===== config.mk =====
export PLATFORM = sky130hd
export DESIGN_NAME = scq_mul
export DESIGN_NICKNAME = d
export VERILOG_FILES = /design/src/scq_pkg.sv /design/src/scq_mul.sv
export SDC_FILE = /design/constraint.sdc
export NUM_CORES = 2
export LEC_CHECK = 0
export BUFFER_PORTS_ARGS = -buffer_cell sky130_fd_sc_hd__buf_4
export CAP_MARGIN = 20
export CELL_PAD_IN_SITES_DETAIL_PLACEMENT = 1
export CELL_PAD_IN_SITES_GLOBAL_PLACEMENT = 1
export CORE_MARGIN = 2
export CORE_UTILIZATION = 52
export CTS_BUF_LIST = sky130_fd_sc_hd__clkbuf_8
export CTS_CLUSTER_DIAMETER = 50
export DETAILED_ROUTE_END_ITERATION = 10
export GPL_ROUTABILITY_DRIVEN = 0
export PLACE_DENSITY_LB_ADDON = 0.2
export SLEW_MARGIN = 10
export SYNTH_ARGS = -nofsm -noshare
export SYNTH_HDL_FRONTEND = slang
export SYNTH_SLANG_ARGS = --single-unit

===== constraint.sdc =====
create_clock -name clk -period 11.7 [get_ports clk]
set_input_delay 1.755 -clock clk [delete_from_list [all_inputs] [get_ports clk]]
set_output_delay 1.755 -clock clk [all_outputs]
set_load 0.005 [all_outputs]

===== src/scq_pkg.sv =====
// ----------------------------------------------------------------------------
// scq_pkg
// Types, constants and helper functions of the segment capsule query core.
// ----------------------------------------------------------------------------
package scq_pkg;

	localparam int COORD_FRAC_BITS = 16;
	localparam int ROT_FRAC_BITS   = 14;

	// squared length below which the segment counts as a point
	localparam logic [65:0] EPS_SQ =
		66'(((64'd1 << (2 * COORD_FRAC_BITS)) + 64'd5000) / 64'd10000);
	localparam int EPS_LEN_RAW = ((1 << COORD_FRAC_BITS) + 5000) / 10000;
	localparam int EPS_LEN     = (EPS_LEN_RAW == 0) ? 1 : EPS_LEN_RAW;
	localparam logic [65:0] EPS_LEN_SQ = 66'(EPS_LEN * EPS_LEN);

	localparam logic signed [15:0] ONE_ROT =
		(ROT_FRAC_BITS >= 15) ? 16'sd32767 : 16'(1 << ROT_FRAC_BITS);
	localparam logic signed [31:0] ONE_COORD = 32'(1 << COORD_FRAC_BITS);
	localparam logic [16:0] T_ONE = 17'h10000;

	localparam int MW = 36;
	localparam int PW = 2 * MW;

	localparam logic [4:0] XF_PRODUCTS   = 5'd18;
	localparam logic [4:0] QM_PRODUCTS   = 5'd6;
	localparam logic [4:0] RAY_PRODUCTS  = 5'd3;
	localparam logic [4:0] DIST_PRODUCTS = 5'd7;
	localparam logic [4:0] DIV_STEPS     = 5'd16;
	localparam logic [5:0] SQ_LAST       = 6'd35;

	typedef logic signed [31:0] coord_t;
	typedef logic signed [15:0] rot_t;
	typedef logic signed [MW-1:0] mop_t;
	typedef logic signed [PW-1:0] mprod_t;

	typedef enum logic [1:0] {
		CMD_ROW    = 2'd0,
		CMD_UPDATE = 2'd1,
		CMD_QUERY  = 2'd2
	} cmd_t;

	typedef enum logic [2:0] {
		REG_START_X   = 3'd0,
		REG_START_Y   = 3'd1,
		REG_START_Z   = 3'd2,
		REG_END_X     = 3'd3,
		REG_END_Y     = 3'd4,
		REG_END_Z     = 3'd5,
		REG_THICKNESS = 3'd6
	} reg_idx_t;

	typedef enum logic [7:0] {
		ST_IDLE  = 8'b0000_0001,
		ST_XFORM = 8'b0000_0010,
		ST_QMUL  = 8'b0000_0100,
		ST_DIV   = 8'b0000_1000,
		ST_RAY   = 8'b0001_0000,
		ST_DIST  = 8'b0010_0000,
		ST_SQRT  = 8'b0100_0000,
		ST_OUT   = 8'b1000_0000
	} state_t;

	typedef struct packed {
		logic       ep;
		logic [1:0] col;
		logic [1:0] ri;
	} xf_sel_t;

	typedef struct packed {
		logic start;
		logic done;
	} sq_ctl_t;

	function automatic coord_t sat32(input logic signed [PW-1:0] v);
		coord_t r;
		if (v > 72'sh0_0000_0000_7FFF_FFFF) r = 32'sh7FFF_FFFF;
		else if (v < -72'sh0_0000_0000_8000_0000) r = 32'sh8000_0000;
		else r = v[31:0];
		return r;
	endfunction

	function automatic rot_t sat16(input coord_t v);
		rot_t r;
		if (v > 32'sd32767) r = 16'sd32767;
		else if (v < -32'sd32768) r = -16'sd32768;
		else r = v[15:0];
		return r;
	endfunction

	// product k of the transform: endpoint, output column, local axis
	function automatic xf_sel_t xf_dec(input logic [4:0] k);
		xf_sel_t s;
		logic [4:0] kk;
		logic [4:0] kr;
		s.ep = (k >= 5'd9);
		kk = s.ep ? (k - 5'd9) : k;
		if (kk >= 5'd6) begin
			s.col = 2'd2;
			kr = kk - 5'd6;
		end else if (kk >= 5'd3) begin
			s.col = 2'd1;
			kr = kk - 5'd3;
		end else begin
			s.col = 2'd0;
			kr = kk;
		end
		s.ri = kr[1:0];
		return s;
	endfunction

	function automatic logic [1:0] lane3(input logic [4:0] k);
		logic [1:0] r;
		case (k)
			5'd0, 5'd3: r = 2'd0;
			5'd1, 5'd4: r = 2'd1;
			5'd2, 5'd5: r = 2'd2;
			default:    r = 2'd0;
		endcase
		return r;
	endfunction

endpackage


===== src/scq_mul.sv =====
// ----------------------------------------------------------------------------
// scq_mul
// Shared signed multiplier with a registered product.
// ----------------------------------------------------------------------------
module scq_mul (
	input  logic             clk,
	input  scq_pkg::mop_t    a,
	input  scq_pkg::mop_t    b,
	output scq_pkg::mprod_t  p
);
	scq_pkg::mprod_t p_s1;

	always_ff @(posedge clk) begin
		p_s1 <= a * b;
	end

	assign p = p_s1;
endmodule


# After elaboration in Yosys (flattened, before gate mapping)

Cells that the tools add are included.

Register bits: 72
Output and inout bits: 72
Word-level logic and storage cells: 2

Multiply operators: 1

Operators by type and width:

| kind           | count |
|---|---|
| $mul 36x36->72 | 1 |

# Logic depth before layout (Yosys ltp)

Depth after elaboration: 1
Depth in mapped cells: 30
Mapped depth without buffers: 27

# Worst setup path before layout

No wires, ideal clock.

Kind: input port to flip-flop
Start: input port a[35]
End: register p_s1[69] (netlist: p[69])
Buffers on the path: 3
Arrival: 9.003 ns
Slack: 2.567 ns
Cell stages on the path: 22
Required time: 11.569 ns
Path through: clkbuf_1 > clkbuf_1 > nand2_1 > inv_1 > fa_1 > fa_1 > fa_1 > fa_1 > fa_1 > fa_1 > fa_1 > fa_1 > ha_1 > clkbuf_1 > a21o_1 > a21o_1 > a21oi_1 > nand2_1 > and3_1 > a211oi_1 > o31ai_1 > xor2_1

Longest elaborated chain between the ends: 1

Ends and longest elaborated chain:

| element                | RTL line      | source |
|---|---|---|
| start: declaration     | scq_mul.sv:7  | `input scq_pkg::mop_t a,` |
| $mul 36x36->72         | scq_mul.sv:14 | `p_s1 <= a * b;` |
| end signal: assignment | scq_mul.sv:14 |  |
| end: declaration       | scq_mul.sv:11 | `scq_pkg::mprod_t p_s1;` |

No other way between the ends.

# Worst setup path after layout

Start: input port b[0]
End: register p_s1[69] (netlist: p[69])

Longest elaborated chain between the ends: 1

Ends and longest elaborated chain:

| element            | RTL line      | source |
|---|---|---|
| start: declaration | scq_mul.sv:8  | `input scq_pkg::mop_t b,` |
| $mul 36x36->72     | scq_mul.sv:14 |  |

No other way between the ends.

==> summary.md <==
| Metric | Value |
|---|---|
| Top cell type's share of synthesized area | 58.2% |
| Tmin final | 9.89 ns |
| Max FO, Critical Path | 36 |
| Commonest cells post-synth | fa_1 (1379), inv_1 (1344), nand2_1 (760) |
| Slew Viols, Final | 0 |
| Fin Setup TNS | 0 ns |
| CTS tree | done |
| Rel. slew slack | 27.6% |
| Layout area overhead | 3.71% |
| CTS buffer count | 9 |
| Setup Fix Bufs, Post-CTS | 0 |
| Final design utilization | 54.6% |
| Pin count of the biggest net entering global routing | 38 |
| Post-CTS Hold Buffers | 0 |
| Syn nets | 6775 |
| Core footprint | 90100 um2 |
| Number of global-route vias before repair | 40100 |
| Worst EP arrival | 10.20 ns |
| Status | finished clean |
| Root Driver | clkbuf_8 |
| Routed Wire Length | 152 mm |
| Dominant synthesized flop cell | dfxtp_1 |
| Final setup violation count | 0 |
| Global-route wire length before repair | 241 mm |
| Final Cell Area | 49200 um2 |
| Drt pass-1 iters | 7 |
| Placed inst area | 48900 um2 |
| Crit path from | b[0] |
| Worst endpoint required time | 12.02 ns |
| Flops & latches, synth | 72 |
| FFs w/ async S/R, synth | 0% |
| Top post-synthesis cells by area | fa_1 (58%), inv_1 (11%), and2_1 (7.4%) |
| Final nets | 6642 |
| CTS resizes | 0 |
| Final antenna-violating net count | 0 |
| Least-Margin Pin Slew | 1.08 ns |
| Count leader, synth | fa_1 |
| DR vias | 34100 |
| GRT Util Overall | 34.4% |
| DIE HEIGHT | 306 um |
| Final hold vios | 0 |
| Row cnt | 110 |
| Layout cells sized above 1 | 3.66% |
| Cell area after synthesis | 47400 um2 |
| Total gr overflow | 0 |
| Buffers on Ports | 144 |
| Initial antenna violation count | 11 |
| Unique masters post-synth | 65 |
| WS Path Type | input pin to flip-flop |
| H-tree depth | 3 |
| Clk sink count | 72 |
| Mean Syn Cell Area | 9.29 um2 |
| Vias per cell | 5.54 |
| Sequential share of the synthesized area | 3.04% |
| Longest Clk Path Bufs | 2 |
| Max FFs per register | 72 |
| Ys Warns | 0 |
| Post-synth EDFFs | 0 |
| Gate Count Post-Synth | 5104 |
| RSZ-0062 raised after global routing | no |
| Max Cap Viol | 0 |
| Area of the multi-input gates | 39800 um2 |
| DRT iter0 DRCs | 2010 |
| Layout fillers | 10400 |
| Worst setup SP type | input pin |
| Worst-path clk slew | 0.09 ns |
| Storage cell area | 1440 um2 |
| Final period util | 84.5% |
| DR DRC count | 0 |
| # IOs | 145 |
| Hold crit path type | input pin to flip-flop |
| Yosys top cell by area | fa_1 |
| DIE WIDTH | 306 um |
| F_max | 101 MHz |
| Worst setup path endpoint | p[69] |
| Initial Util | 52.6% |
| Avg WL per Cell | 24.7 um |
| Critical Path End Type | flip-flop |
| Die Area | 93600 um2 |
| DP HPWL | 127 mm |
==> per-stage QoR <==
stage | cells | setup WS, ns | hold slack (ns)
final | 6155 | 1.81 | 1.86
after global routing | 6153 | 1.55 | 1.85
after CTS | 6151 | 1.95 | 1.82
after detailed placement | 6135 | 1.51 | 2.14
after global placement | 6135 | 1.56 | 2.14
after floorplan | 5104 | 2.57 | 2.04
==> worst max-delay path: stages <==
cell       delay [ns]
buf_4            0.38
nand2_1          0.19
fa_1             0.65
fa_1             0.50
fa_1             0.58
fa_1             0.55
inv_1            0.05
fa_1             0.49
fa_1             0.47
fa_1             0.52
inv_1            0.05
fa_1             0.61
inv_1            0.08
ha_1             0.41
a21oi_1          0.37
o311ai_1         0.13
a21oi_1          0.25
o2111ai_1        0.29
a31oi_1          0.70
o21ai_1          0.44
a211oi_1         0.39
o31ai_1          0.12
xor2_1           0.16
==> per-layer routing <==
metal,track usage [%],vias up,share of wire (%)
met2,56.8,1241,49
met5,0,-,0.064
met3,8.38,378,8.4
met1,42.8,18400,37
met4,15.8,16,5.4
li1,-,14100,-
==> cell type report <==
cell class	count	area share (%)
antenna	3	0.0153
clock buffer	10	0.280
clock inverter	6	0.234
inverter	1344	10.3
multi-input combinational	3395	81.0
sequential	72	2.93
tap	1176	2.99
timing repair buffer	149	2.31
==> logic make-up (layout without fill, tap and decap cells) <==
family,Yosys count,after routing,share of synthesized area (%)
AOI/OAI and AO/OA,228,228,3.09
xor gates and xnor gates,80,80,1.48
adders and majority gates,1598,1598,64.0
buffers and inverters,1637,1509,13.0
DFF,72,72,3.04
muxes,2,2,0.0448
other,0,3,0
and+or+nand+nor,1487,1487,15.4
==> placed cells by master, fill, tap and decap left out, types with 3 or more instances in the layout <==
master / Yosys / final
nand3_1: 18 / 18
o311ai_0: 3 / 3
ha_1: 219 / 219
nor2_1: 43 / 43
and3_1: 7 / 7
nand2_1: 760 / 760
o21ai_1: 15 / 15
dfxtp_1: 72 / 72
a21o_1: 37 / 37
a41oi_1: 3 / 3
o21a_1: 7 / 7
xnor2_1: 52 / 52
o41ai_1: 3 / 3
inv_1: 1344 / 1344
and2_1: 559 / 559
fa_1: 1379 / 1379
xor2_1: 28 / 28
nand2b_1: 12 / 12
diode_2: 0 / 3
buf_4: 1 / 148
a21boi_1: 3 / 3
o211ai_1: 4 / 4
o21bai_1: 10 / 10
a21oi_1: 69 / 69
nand4_1: 20 / 20
a211oi_1: 8 / 8
o21ai_0: 29 / 29
a31oi_1: 9 / 9
nor3_1: 11 / 11
clkbuf_8: 0 / 10
nor2b_1: 36 / 36
bufinv_16: 0 / 3
or3_1: 3 / 3
or2_2: 5 / 5
a311oi_1: 3 / 3
o31ai_1: 3 / 3
==> worst min-delay path by stage <==
stage | to | startpoint | slack, ns | cells after the start
final | p[0] | a[0] | 1.86 | 2
after global routing | p[0] | a[0] | 1.85 | 2
after CTS | p[0] | a[0] | 1.82 | 2
after detailed placement | p[5] | p[5] | 2.14 | 1
after global placement | p[14] | p[14] | 2.14 | 1
after floorplan | p[0] | p[0] | 2.04 | 0
Power is not shown: default switching activity piles up to over one toggle a cycle in this logic, so the estimate is an artifact.
