**src/scq_pkg.sv**
```systemverilog
// ----------------------------------------------------------------------------
// scq_pkg
// Types, constants and helper functions of the segment capsule query core.
// ----------------------------------------------------------------------------
package scq_pkg;

	localparam int COORD_FRAC_BITS = 16;
	localparam int ROT_FRAC_BITS   = 14;

	// squared length below which the segment counts as a point
	localparam logic [65:0] EPS_SQ =
		66'(((64'd1 << (2 * COORD_FRAC_BITS)) + 64'd5000) / 64'd10000);
	localparam int EPS_LEN_RAW = ((1 << COORD_FRAC_BITS) + 5000) / 10000;
	localparam int EPS_LEN     = (EPS_LEN_RAW == 0) ? 1 : EPS_LEN_RAW;
	localparam logic [65:0] EPS_LEN_SQ = 66'(EPS_LEN * EPS_LEN);

	localparam logic signed [15:0] ONE_ROT =
		(ROT_FRAC_BITS >= 15) ? 16'sd32767 : 16'(1 << ROT_FRAC_BITS);
	localparam logic signed [31:0] ONE_COORD = 32'(1 << COORD_FRAC_BITS);
	localparam logic [16:0] T_ONE = 17'h10000;

	localparam int MW = 36;
	localparam int PW = 2 * MW;

	localparam logic [4:0] XF_PRODUCTS   = 5'd18;
	localparam logic [4:0] QM_PRODUCTS   = 5'd6;
	localparam logic [4:0] RAY_PRODUCTS  = 5'd3;
	localparam logic [4:0] DIST_PRODUCTS = 5'd7;
	localparam logic [4:0] DIV_STEPS     = 5'd16;
	localparam logic [5:0] SQ_LAST       = 6'd35;

	typedef logic signed [31:0] coord_t;
	typedef logic signed [15:0] rot_t;
	typedef logic signed [MW-1:0] mop_t;
	typedef logic signed [PW-1:0] mprod_t;

	typedef enum logic [1:0] {
		CMD_ROW    = 2'd0,
		CMD_UPDATE = 2'd1,
		CMD_QUERY  = 2'd2
	} cmd_t;

	typedef enum logic [2:0] {
		REG_START_X   = 3'd0,
		REG_START_Y   = 3'd1,
		REG_START_Z   = 3'd2,
		REG_END_X     = 3'd3,
		REG_END_Y     = 3'd4,
		REG_END_Z     = 3'd5,
		REG_THICKNESS = 3'd6
	} reg_idx_t;

	typedef enum logic [7:0] {
		ST_IDLE  = 8'b0000_0001,
		ST_XFORM = 8'b0000_0010,
		ST_QMUL  = 8'b0000_0100,
		ST_DIV   = 8'b0000_1000,
		ST_RAY   = 8'b0001_0000,
		ST_DIST  = 8'b0010_0000,
		ST_SQRT  = 8'b0100_0000,
		ST_OUT   = 8'b1000_0000
	} state_t;

	typedef struct packed {
		logic       ep;
		logic [1:0] col;
		logic [1:0] ri;
	} xf_sel_t;

	typedef struct packed {
		logic start;
		logic done;
	} sq_ctl_t;

	function automatic coord_t sat32(input logic signed [PW-1:0] v);
		coord_t r;
		if (v > 72'sh0_0000_0000_7FFF_FFFF) r = 32'sh7FFF_FFFF;
		else if (v < -72'sh0_0000_0000_8000_0000) r = 32'sh8000_0000;
		else r = v[31:0];
		return r;
	endfunction

	function automatic rot_t sat16(input coord_t v);
		rot_t r;
		if (v > 32'sd32767) r = 16'sd32767;
		else if (v < -32'sd32768) r = -16'sd32768;
		else r = v[15:0];
		return r;
	endfunction

	// product k of the transform: endpoint, output column, local axis
	function automatic xf_sel_t xf_dec(input logic [4:0] k);
		xf_sel_t s;
		logic [4:0] kk;
		logic [4:0] kr;
		s.ep = (k >= 5'd9);
		kk = s.ep ? (k - 5'd9) : k;
		if (kk >= 5'd6) begin
			s.col = 2'd2;
			kr = kk - 5'd6;
		end else if (kk >= 5'd3) begin
			s.col = 2'd1;
			kr = kk - 5'd3;
		end else begin
			s.col = 2'd0;
			kr = kk;
		end
		s.ri = kr[1:0];
		return s;
	endfunction

	function automatic logic [1:0] lane3(input logic [4:0] k);
		logic [1:0] r;
		case (k)
			5'd0, 5'd3: r = 2'd0;
			5'd1, 5'd4: r = 2'd1;
			5'd2, 5'd5: r = 2'd2;
			default:    r = 2'd0;
		endcase
		return r;
	endfunction

endpackage

```
**src/scq_isqrt.sv**
```systemverilog
// ----------------------------------------------------------------------------
// scq_isqrt
// Digit-by-digit integer square root, one result bit per cycle.
// ----------------------------------------------------------------------------
module scq_isqrt (
	input  logic                clk,
	input  logic                arst_n,
	input  logic                start,
	input  logic [71:0]         radicand,
	output logic                done,
	output logic [35:0]         root
);
	logic [71:0] val_q;
	logic [39:0] rem_q;
	logic [35:0] root_q;
	logic [5:0]  cnt_q;
	logic        busy_q;
	logic        done_q;

	logic [39:0] rem_sh;
	logic [39:0] trial;
	logic [39:0] rem_n;
	logic [35:0] root_n;

	always_comb begin
		rem_sh = {rem_q[37:0], val_q[71:70]};
		trial  = {2'b00, root_q, 2'b01};
		if (rem_sh >= trial) begin
			rem_n  = rem_sh - trial;
			root_n = {root_q[34:0], 1'b1};
		end else begin
			rem_n  = rem_sh;
			root_n = {root_q[34:0], 1'b0};
		end
	end

	always_ff @(posedge clk or negedge arst_n) begin
		if (!arst_n) begin
			busy_q <= 1'b0;
			done_q <= 1'b0;
			cnt_q  <= '0;
		end else if (start) begin
			busy_q <= 1'b1;
			done_q <= 1'b0;
			cnt_q  <= '0;
		end else if (busy_q) begin
			cnt_q <= cnt_q + 6'd1;
			if (cnt_q == scq_pkg::SQ_LAST) begin
				busy_q <= 1'b0;
				done_q <= 1'b1;
			end
		end else begin
			done_q <= 1'b0;
		end
	end

	always_ff @(posedge clk) begin
		if (start) begin
			val_q  <= radicand;
			rem_q  <= '0;
			root_q <= '0;
		end else if (busy_q) begin
			val_q  <= {val_q[69:0], 2'b00};
			rem_q  <= rem_n;
			root_q <= root_n;
		end
	end

	assign done = done_q;
	assign root = root_q;
endmodule

```
**config.mk**
```make
export PLATFORM = sky130hd
export DESIGN_NAME = scq_isqrt
export DESIGN_NICKNAME = d
export VERILOG_FILES = /design/src/scq_pkg.sv /design/src/scq_isqrt.sv
export SDC_FILE = /design/constraint.sdc
export NUM_CORES = 1
export LEC_CHECK = 0
export ABC_AREA = 1
export BUFFER_PORTS_ARGS = -buffer_cell sky130_fd_sc_hd__buf_4
export CORE_UTILIZATION = 45
export CTS_CLUSTER_DIAMETER = 60
export DETAILED_ROUTE_END_ITERATION = 10
export GPL_TIMING_DRIVEN = 1
export MAX_ROUTING_LAYER = met4
export PLACE_DENSITY = 0.67
export SLEW_MARGIN = 5
export SYNTH_ARGS = -nofsm -noshare
export SYNTH_HDL_FRONTEND = slang
export SYNTH_SLANG_ARGS = --single-unit
```
**constraint.sdc**
```tcl
create_clock -name clk -period 3.35 [get_ports clk]
set_input_delay 0.1675 -clock clk [delete_from_list [all_inputs] [get_ports clk]]
set_output_delay 0.1675 -clock clk [all_outputs]
set_load 0.03 [all_outputs]
```
After elaboration in Yosys (flattened, before gate mapping)
Cells that the tools add are included.
{ "totals": {"regBits": 154, "out_inout_bits": 37} }
{ "classes": {"add_sub_neg": 2, "n_lt_le_gt_ge": 1, "n_eq_ne": 2, "mux": 12, "reduce_logical": 1} }
{ "ops": {"columns": ["operator", "n"], "rows": [
  ["72-bit 2-to-1 mux", 2],
  ["40-bit by 38-bit greater-or-equal comparator with 1-bit output", 1],
  ["38-bit 2-to-1 mux", 1],
  ["38-bit subtractor", 1],
  ["6-bit 2-to-1 mux", 2],
  ["1-bit 2-to-1 mux", 7],
  ["6-bit by 1-bit adder with 6-bit output, second input constant", 1],
  ["6-bit == test, second input constant", 1],
  ["3-bit by 2-bit != test with 1-bit output, second input constant", 1],
  ["2-bit nonzero test", 1]
]} }

Depth between registers and ports, before layout
{ "logic_depth": {"word_depth": 4, "depth_mapped": 16, "mapped_depth_nobuf": 16} }

Worst setup path after synthesis
No wires, ideal clock.
{ "synth_timing": {"path_kind": "flip-flop to flip-flop", "from": "reg busy_q", "to": "reg val_q[0] (enable)", "setup_ns": 0.465, "t_arrival_ns": 2.696, "t_required_ns": 2.885, "setup_slack_ns": 0.189, "path_stages_with_launch": 4, "n_path_buf": 1, "period_less_slack_ns": 3.161, "path_cell_list": "dfrtp_1 > nor2_1 > inv_1 > clkbuf_1"} }
{ "synth_between": {"elab_chain_len": 1} }
{ "synth_rtl": {"columns": ["element", "line_no", "text"], "rows": [
  ["start, declared", "scq_isqrt.sv:17", "logic busy_q;"],
  ["start signal, assigned", "scq_isqrt.sv:39", "busy_q <= 1'b0;"],
  ["start signal, assigned", "scq_isqrt.sv:43", "busy_q <= 1'b1;"],
  ["start signal, assigned", "scq_isqrt.sv:49", "busy_q <= 1'b0;"],
  ["2-bit nonzero test (no line)", null, null],
  ["end signal, assigned", "scq_isqrt.sv:59", "val_q <= radicand;"],
  ["end signal, assigned", "scq_isqrt.sv:63", "val_q <= {val_q[69:0], 2'b00};"],
  ["end, declared", "scq_isqrt.sv:13", "logic [71:0] val_q;"]
]} }
No other way between the ends.
A chain may end at the register's enable or synchronous reset.

Worst setup path in the final report
{ "layout_timing": {"from": "reg root_q[29] (netlist: root[29])", "to": "reg rem_q[31]"} }
{ "layout_between": {"elab_chain_len": 2, "elab_cells_between_ends": 3, "cone_classes": "add/sub (1); order compare (1); mux (1)"} }
{ "layout_rtl": {"columns": ["element", "line_no", "text"], "rows": [
  ["start, declared", "scq_isqrt.sv:15", "logic [35:0] root_q;"],
  ["start signal, assigned", "scq_isqrt.sv:65", "root_q <= root_n;"],
  ["38-bit subtractor / 40-bit by 38-bit greater-or-equal comparator with 1-bit output (equally long branches)", "scq_isqrt.sv:29, scq_isqrt.sv:28", null],
  ["38-bit 2-to-1 mux *", "scq_isqrt.sv:28", "if (rem_sh >= trial) begin"],
  ["end signal, assigned", "scq_isqrt.sv:64", "rem_q <= rem_n;"],
  ["end, declared", "scq_isqrt.sv:14", "logic [39:0] rem_q;"]
]} }
Every way passes the cells marked *; elsewhere a longest branch is shown, timed or not.

==> results.toml <==
[layout]
area_delta_synth_final_pct = 17.3
post_route_cells_drive_above_1_share_pct = 13.2
finish.utilization_pct = 54.2
antennaDiodeCount = 0
final_nets = 1535
final_common_cell = "nand2_1"
final_cell_mix = "568 x nand2_1, 165 x inv_1, 115 x buf_4"
final-seq-area_um2 = 3840
multi_input_area_um2 = 4500
fillerInstances = 2029

[cts]
postCtsSetupRepairBufs = 0
tritoncts = "done"
cts_buffers = 17
clkTransAtPathRegs_ns = 0.07
cts_resized = 0
clock-sinks = 154
cts_buffer_depth = 2
cts_max_level = 4
cts-root-buf = "clkbuf_16"
cts_hold_buf = 25
insertion_delay_ns = 0.43

[power]
total_leakage_power_uw = 0.00563
p_seq_share_pct = 25.5
p_clk_share_pct = 20.3
internal_power_uw = 5100
switching_power_uw = 4540
peakVddDrop_v = 0.000403
pwr-share-comb_pct = 54.1
p_sw_share_pct = 47.1
power.density_nw_per_um2 = 872

[routing]
vias = 8344
highest_layer = "met4"
drc = 0
wire_per_inst_um = 13.8
viasPerCell = 4.90
met3WireLength_um = 1150
drt-initial-drc-count = 504
dr_wl_met2_um = 10700
final_antenna_net_count = 0
wl_met1_um = 11100
first_pass_iters = 5
wirelength_um = 23500

[synthesis]
synthesis.nets = 1448
avgSynthCellArea_um2 = 7.06
synthCells = 1334
ys_warn_count = 0
synth_cell_type_count = 39
ys_ff_latch = 154
syn_area_um2 = 9420
seq_area_frac_synth_pct = 40.8

[timing]
maxSlewViolCount = 0
hold_viol = 0
slew_headroom_pct = 49.9
fin_worst_skew_ns = 0.00963
setup_viol = 0
worst_pin_slew_ns = 0.751
fin_crit_ns = 2.69
rsz0062_at_grt = "no"
fin_crit_sh_pct = 80.3
setup_tns_ns = 0
max_freq_ghz = 0.372

[grt]
grt_start_max_net_pins = 76
antenna_found_initial = 0
grt_pass1_vias = 8272
grt_use_total_pct = 23.7
grt_pass1_wl_um = 39900
overflow = 0

[place]
gp_congestion = 0.946
dpl.hpwl_um = 17100
portBuffers = 111

[hold_path]
min_path_type = "primary input to register"

[floorplanning]
rows = 52
start_util_pct = 46.3
core_um2 = 20400
io_pins = 112
die_x_um = 147
dieArea_um2 = 21500
die_h_um = 147

[critical_path]
path_delay_family = "simple AND/OR/NAND/NOR gates"
cp-start-kind = "register"
crit_top_cell = "nand2_1"
crit_arrival_ns = 3.02
path_cells = "inv_1 -> ha_1 -> a21oi_1 -> and2_1 -> nand2_1 -> nand2_1 -> nand3_2 -> nor2_8 -> nand2_8 -> nand2_4 -> nand2_1 -> nand2_1 -> nand2_1"
worst-path-buf-inv = 1
crit_slowest_cell = "ha_1"
slowest_delay_ns = 0.39
crit_fanout = 53
required_ns = 3.68
end_kind = "register"
crit_type = "register to register"

[job]
cap_viol_max_count = 0

[status]
outcome = "finished clean"
-- registers in the layout, summed over array words and instances (netlist names) --
register	cells
done	1
root	36
cnt_q	6
rem_q	38
busy_q	1
val_q	72
-- path summary, 6_finish.rpt --
kind | startpoint | slack [ns] | to | cells after the start
min in group asynchronous | arst_n | 0.10 | cnt_q[3] | 2
max in group asynchronous | arst_n | 3.13 | cnt_q[0] | 2
worst min register to register | rem_q[37] | 0.46 | rem_q[37] | 2
worst max-delay path | root[29] | 0.66 | rem_q[31] | 13
worst min-delay path | radicand[30] | 0.007 | val_q[30] | 3
worst max register to register | root[29] | 0.66 | rem_q[31] | 13
-- stage by stage --
step	setup slack [ns]	hold WS, ns	power (uW)	cell area, um^2	instances
after floorplan	0.189	-0.128	6530	9420	1334
after global placement	0.713	-0.00523	7600	10200	1647
after detailed placement	0.692	-0.00808	7650	10200	1647
after CTS	0.674	0.000486	9650	11000	1704
after global routing	0.414	0.0116	10500	11000	1704
final	0.659	0.00710	9640	11000	1704
-- cell type report --
cell class	instances	share of cell area, %
clock buffers	17	3.85
clock inverters	15	1.55
inverters	168	5.73
multi-input cells	939	40.7
flip-flops and latches	154	34.8
well taps	270	3.06
repair buffers	141	10.3
-- layer usage --
layer | up-vias | track usage (%)
met5 | - | -
met4 | 0 | 7.66
met3 | 34 | 4.28
met2 | 211 | 38.1
met1 | 3758 | 30.2
li1 | 4341 | -
-- worst min-delay path, delay by kind of cell --
kind | cells | cell delay, ns
buffers and inverters | 1 | 0.08
and+or+nand+nor | 2 | 0.09
-- power groups by stage --
stage          Sequential, uW  Combinational [uW]  Clock, uW
4_1_cts                  2460                5210       1980
6_report                 2460                5220       1960
3_5_place_dp             2490                5150          0
3_3_place_gp             2490                5120          0
2_1_floorplan            2440                4080          0
5_1_grt                  2490                5960       2070
-- cell families after synthesis --
kind of cell	count (synthesis)	synth area share, %
compound gates	104	6.59
buf+inv	241	11.5
flops	154	40.8
fa+ha+maj	39	5.18
xor+xnor	20	1.86
simple gates	776	34.1
-- cells in the mapped netlist --
master | number | area, um^2
nand2_1 | 568 | 2130
nor2_4 | 2 | 22.5
a21oi_1 | 32 | 160
o22ai_1 | 35 | 219
clkinv_1 | 1 | 3.75
nand2_2 | 5 | 31.3
nand2_8 | 1 | 20.0
a211oi_1 | 1 | 7.51
buf_6 | 4 | 45.0
and2_1 | 1 | 6.26
nand2_4 | 2 | 22.5
dfxtp_1 | 74 | 1480
buf_2 | 3 | 15.0
nor2_1 | 79 | 297
o21bai_1 | 5 | 37.5
o21ai_0 | 15 | 75.1
nor4_1 | 1 | 6.26
inv_1 | 167 | 627
nand3b_2 | 1 | 11.3
nand4_1 | 7 | 43.8
nor3_2 | 1 | 10.0
xnor2_1 | 17 | 149
a22o_1 | 1 | 8.76
nor2_8 | 1 | 20.0
edfxtp_1 | 72 | 2160
o21ai_1 | 5 | 25.0
dfrtp_1 | 8 | 200
xor2_1 | 3 | 26.3
clkbuf_1 | 27 | 101
nor3_1 | 7 | 35.0
ha_1 | 39 | 488
nand3_2 | 1 | 10.0
buf_4 | 35 | 263
buf_8 | 1 | 15.0
nand3_1 | 73 | 365
buf_1 | 3 | 11.3
o21ai_2 | 10 | 87.6
nand3b_1 | 13 | 97.6
nor2_2 | 13 | 81.3
Power figures use the tool's default switching activity.
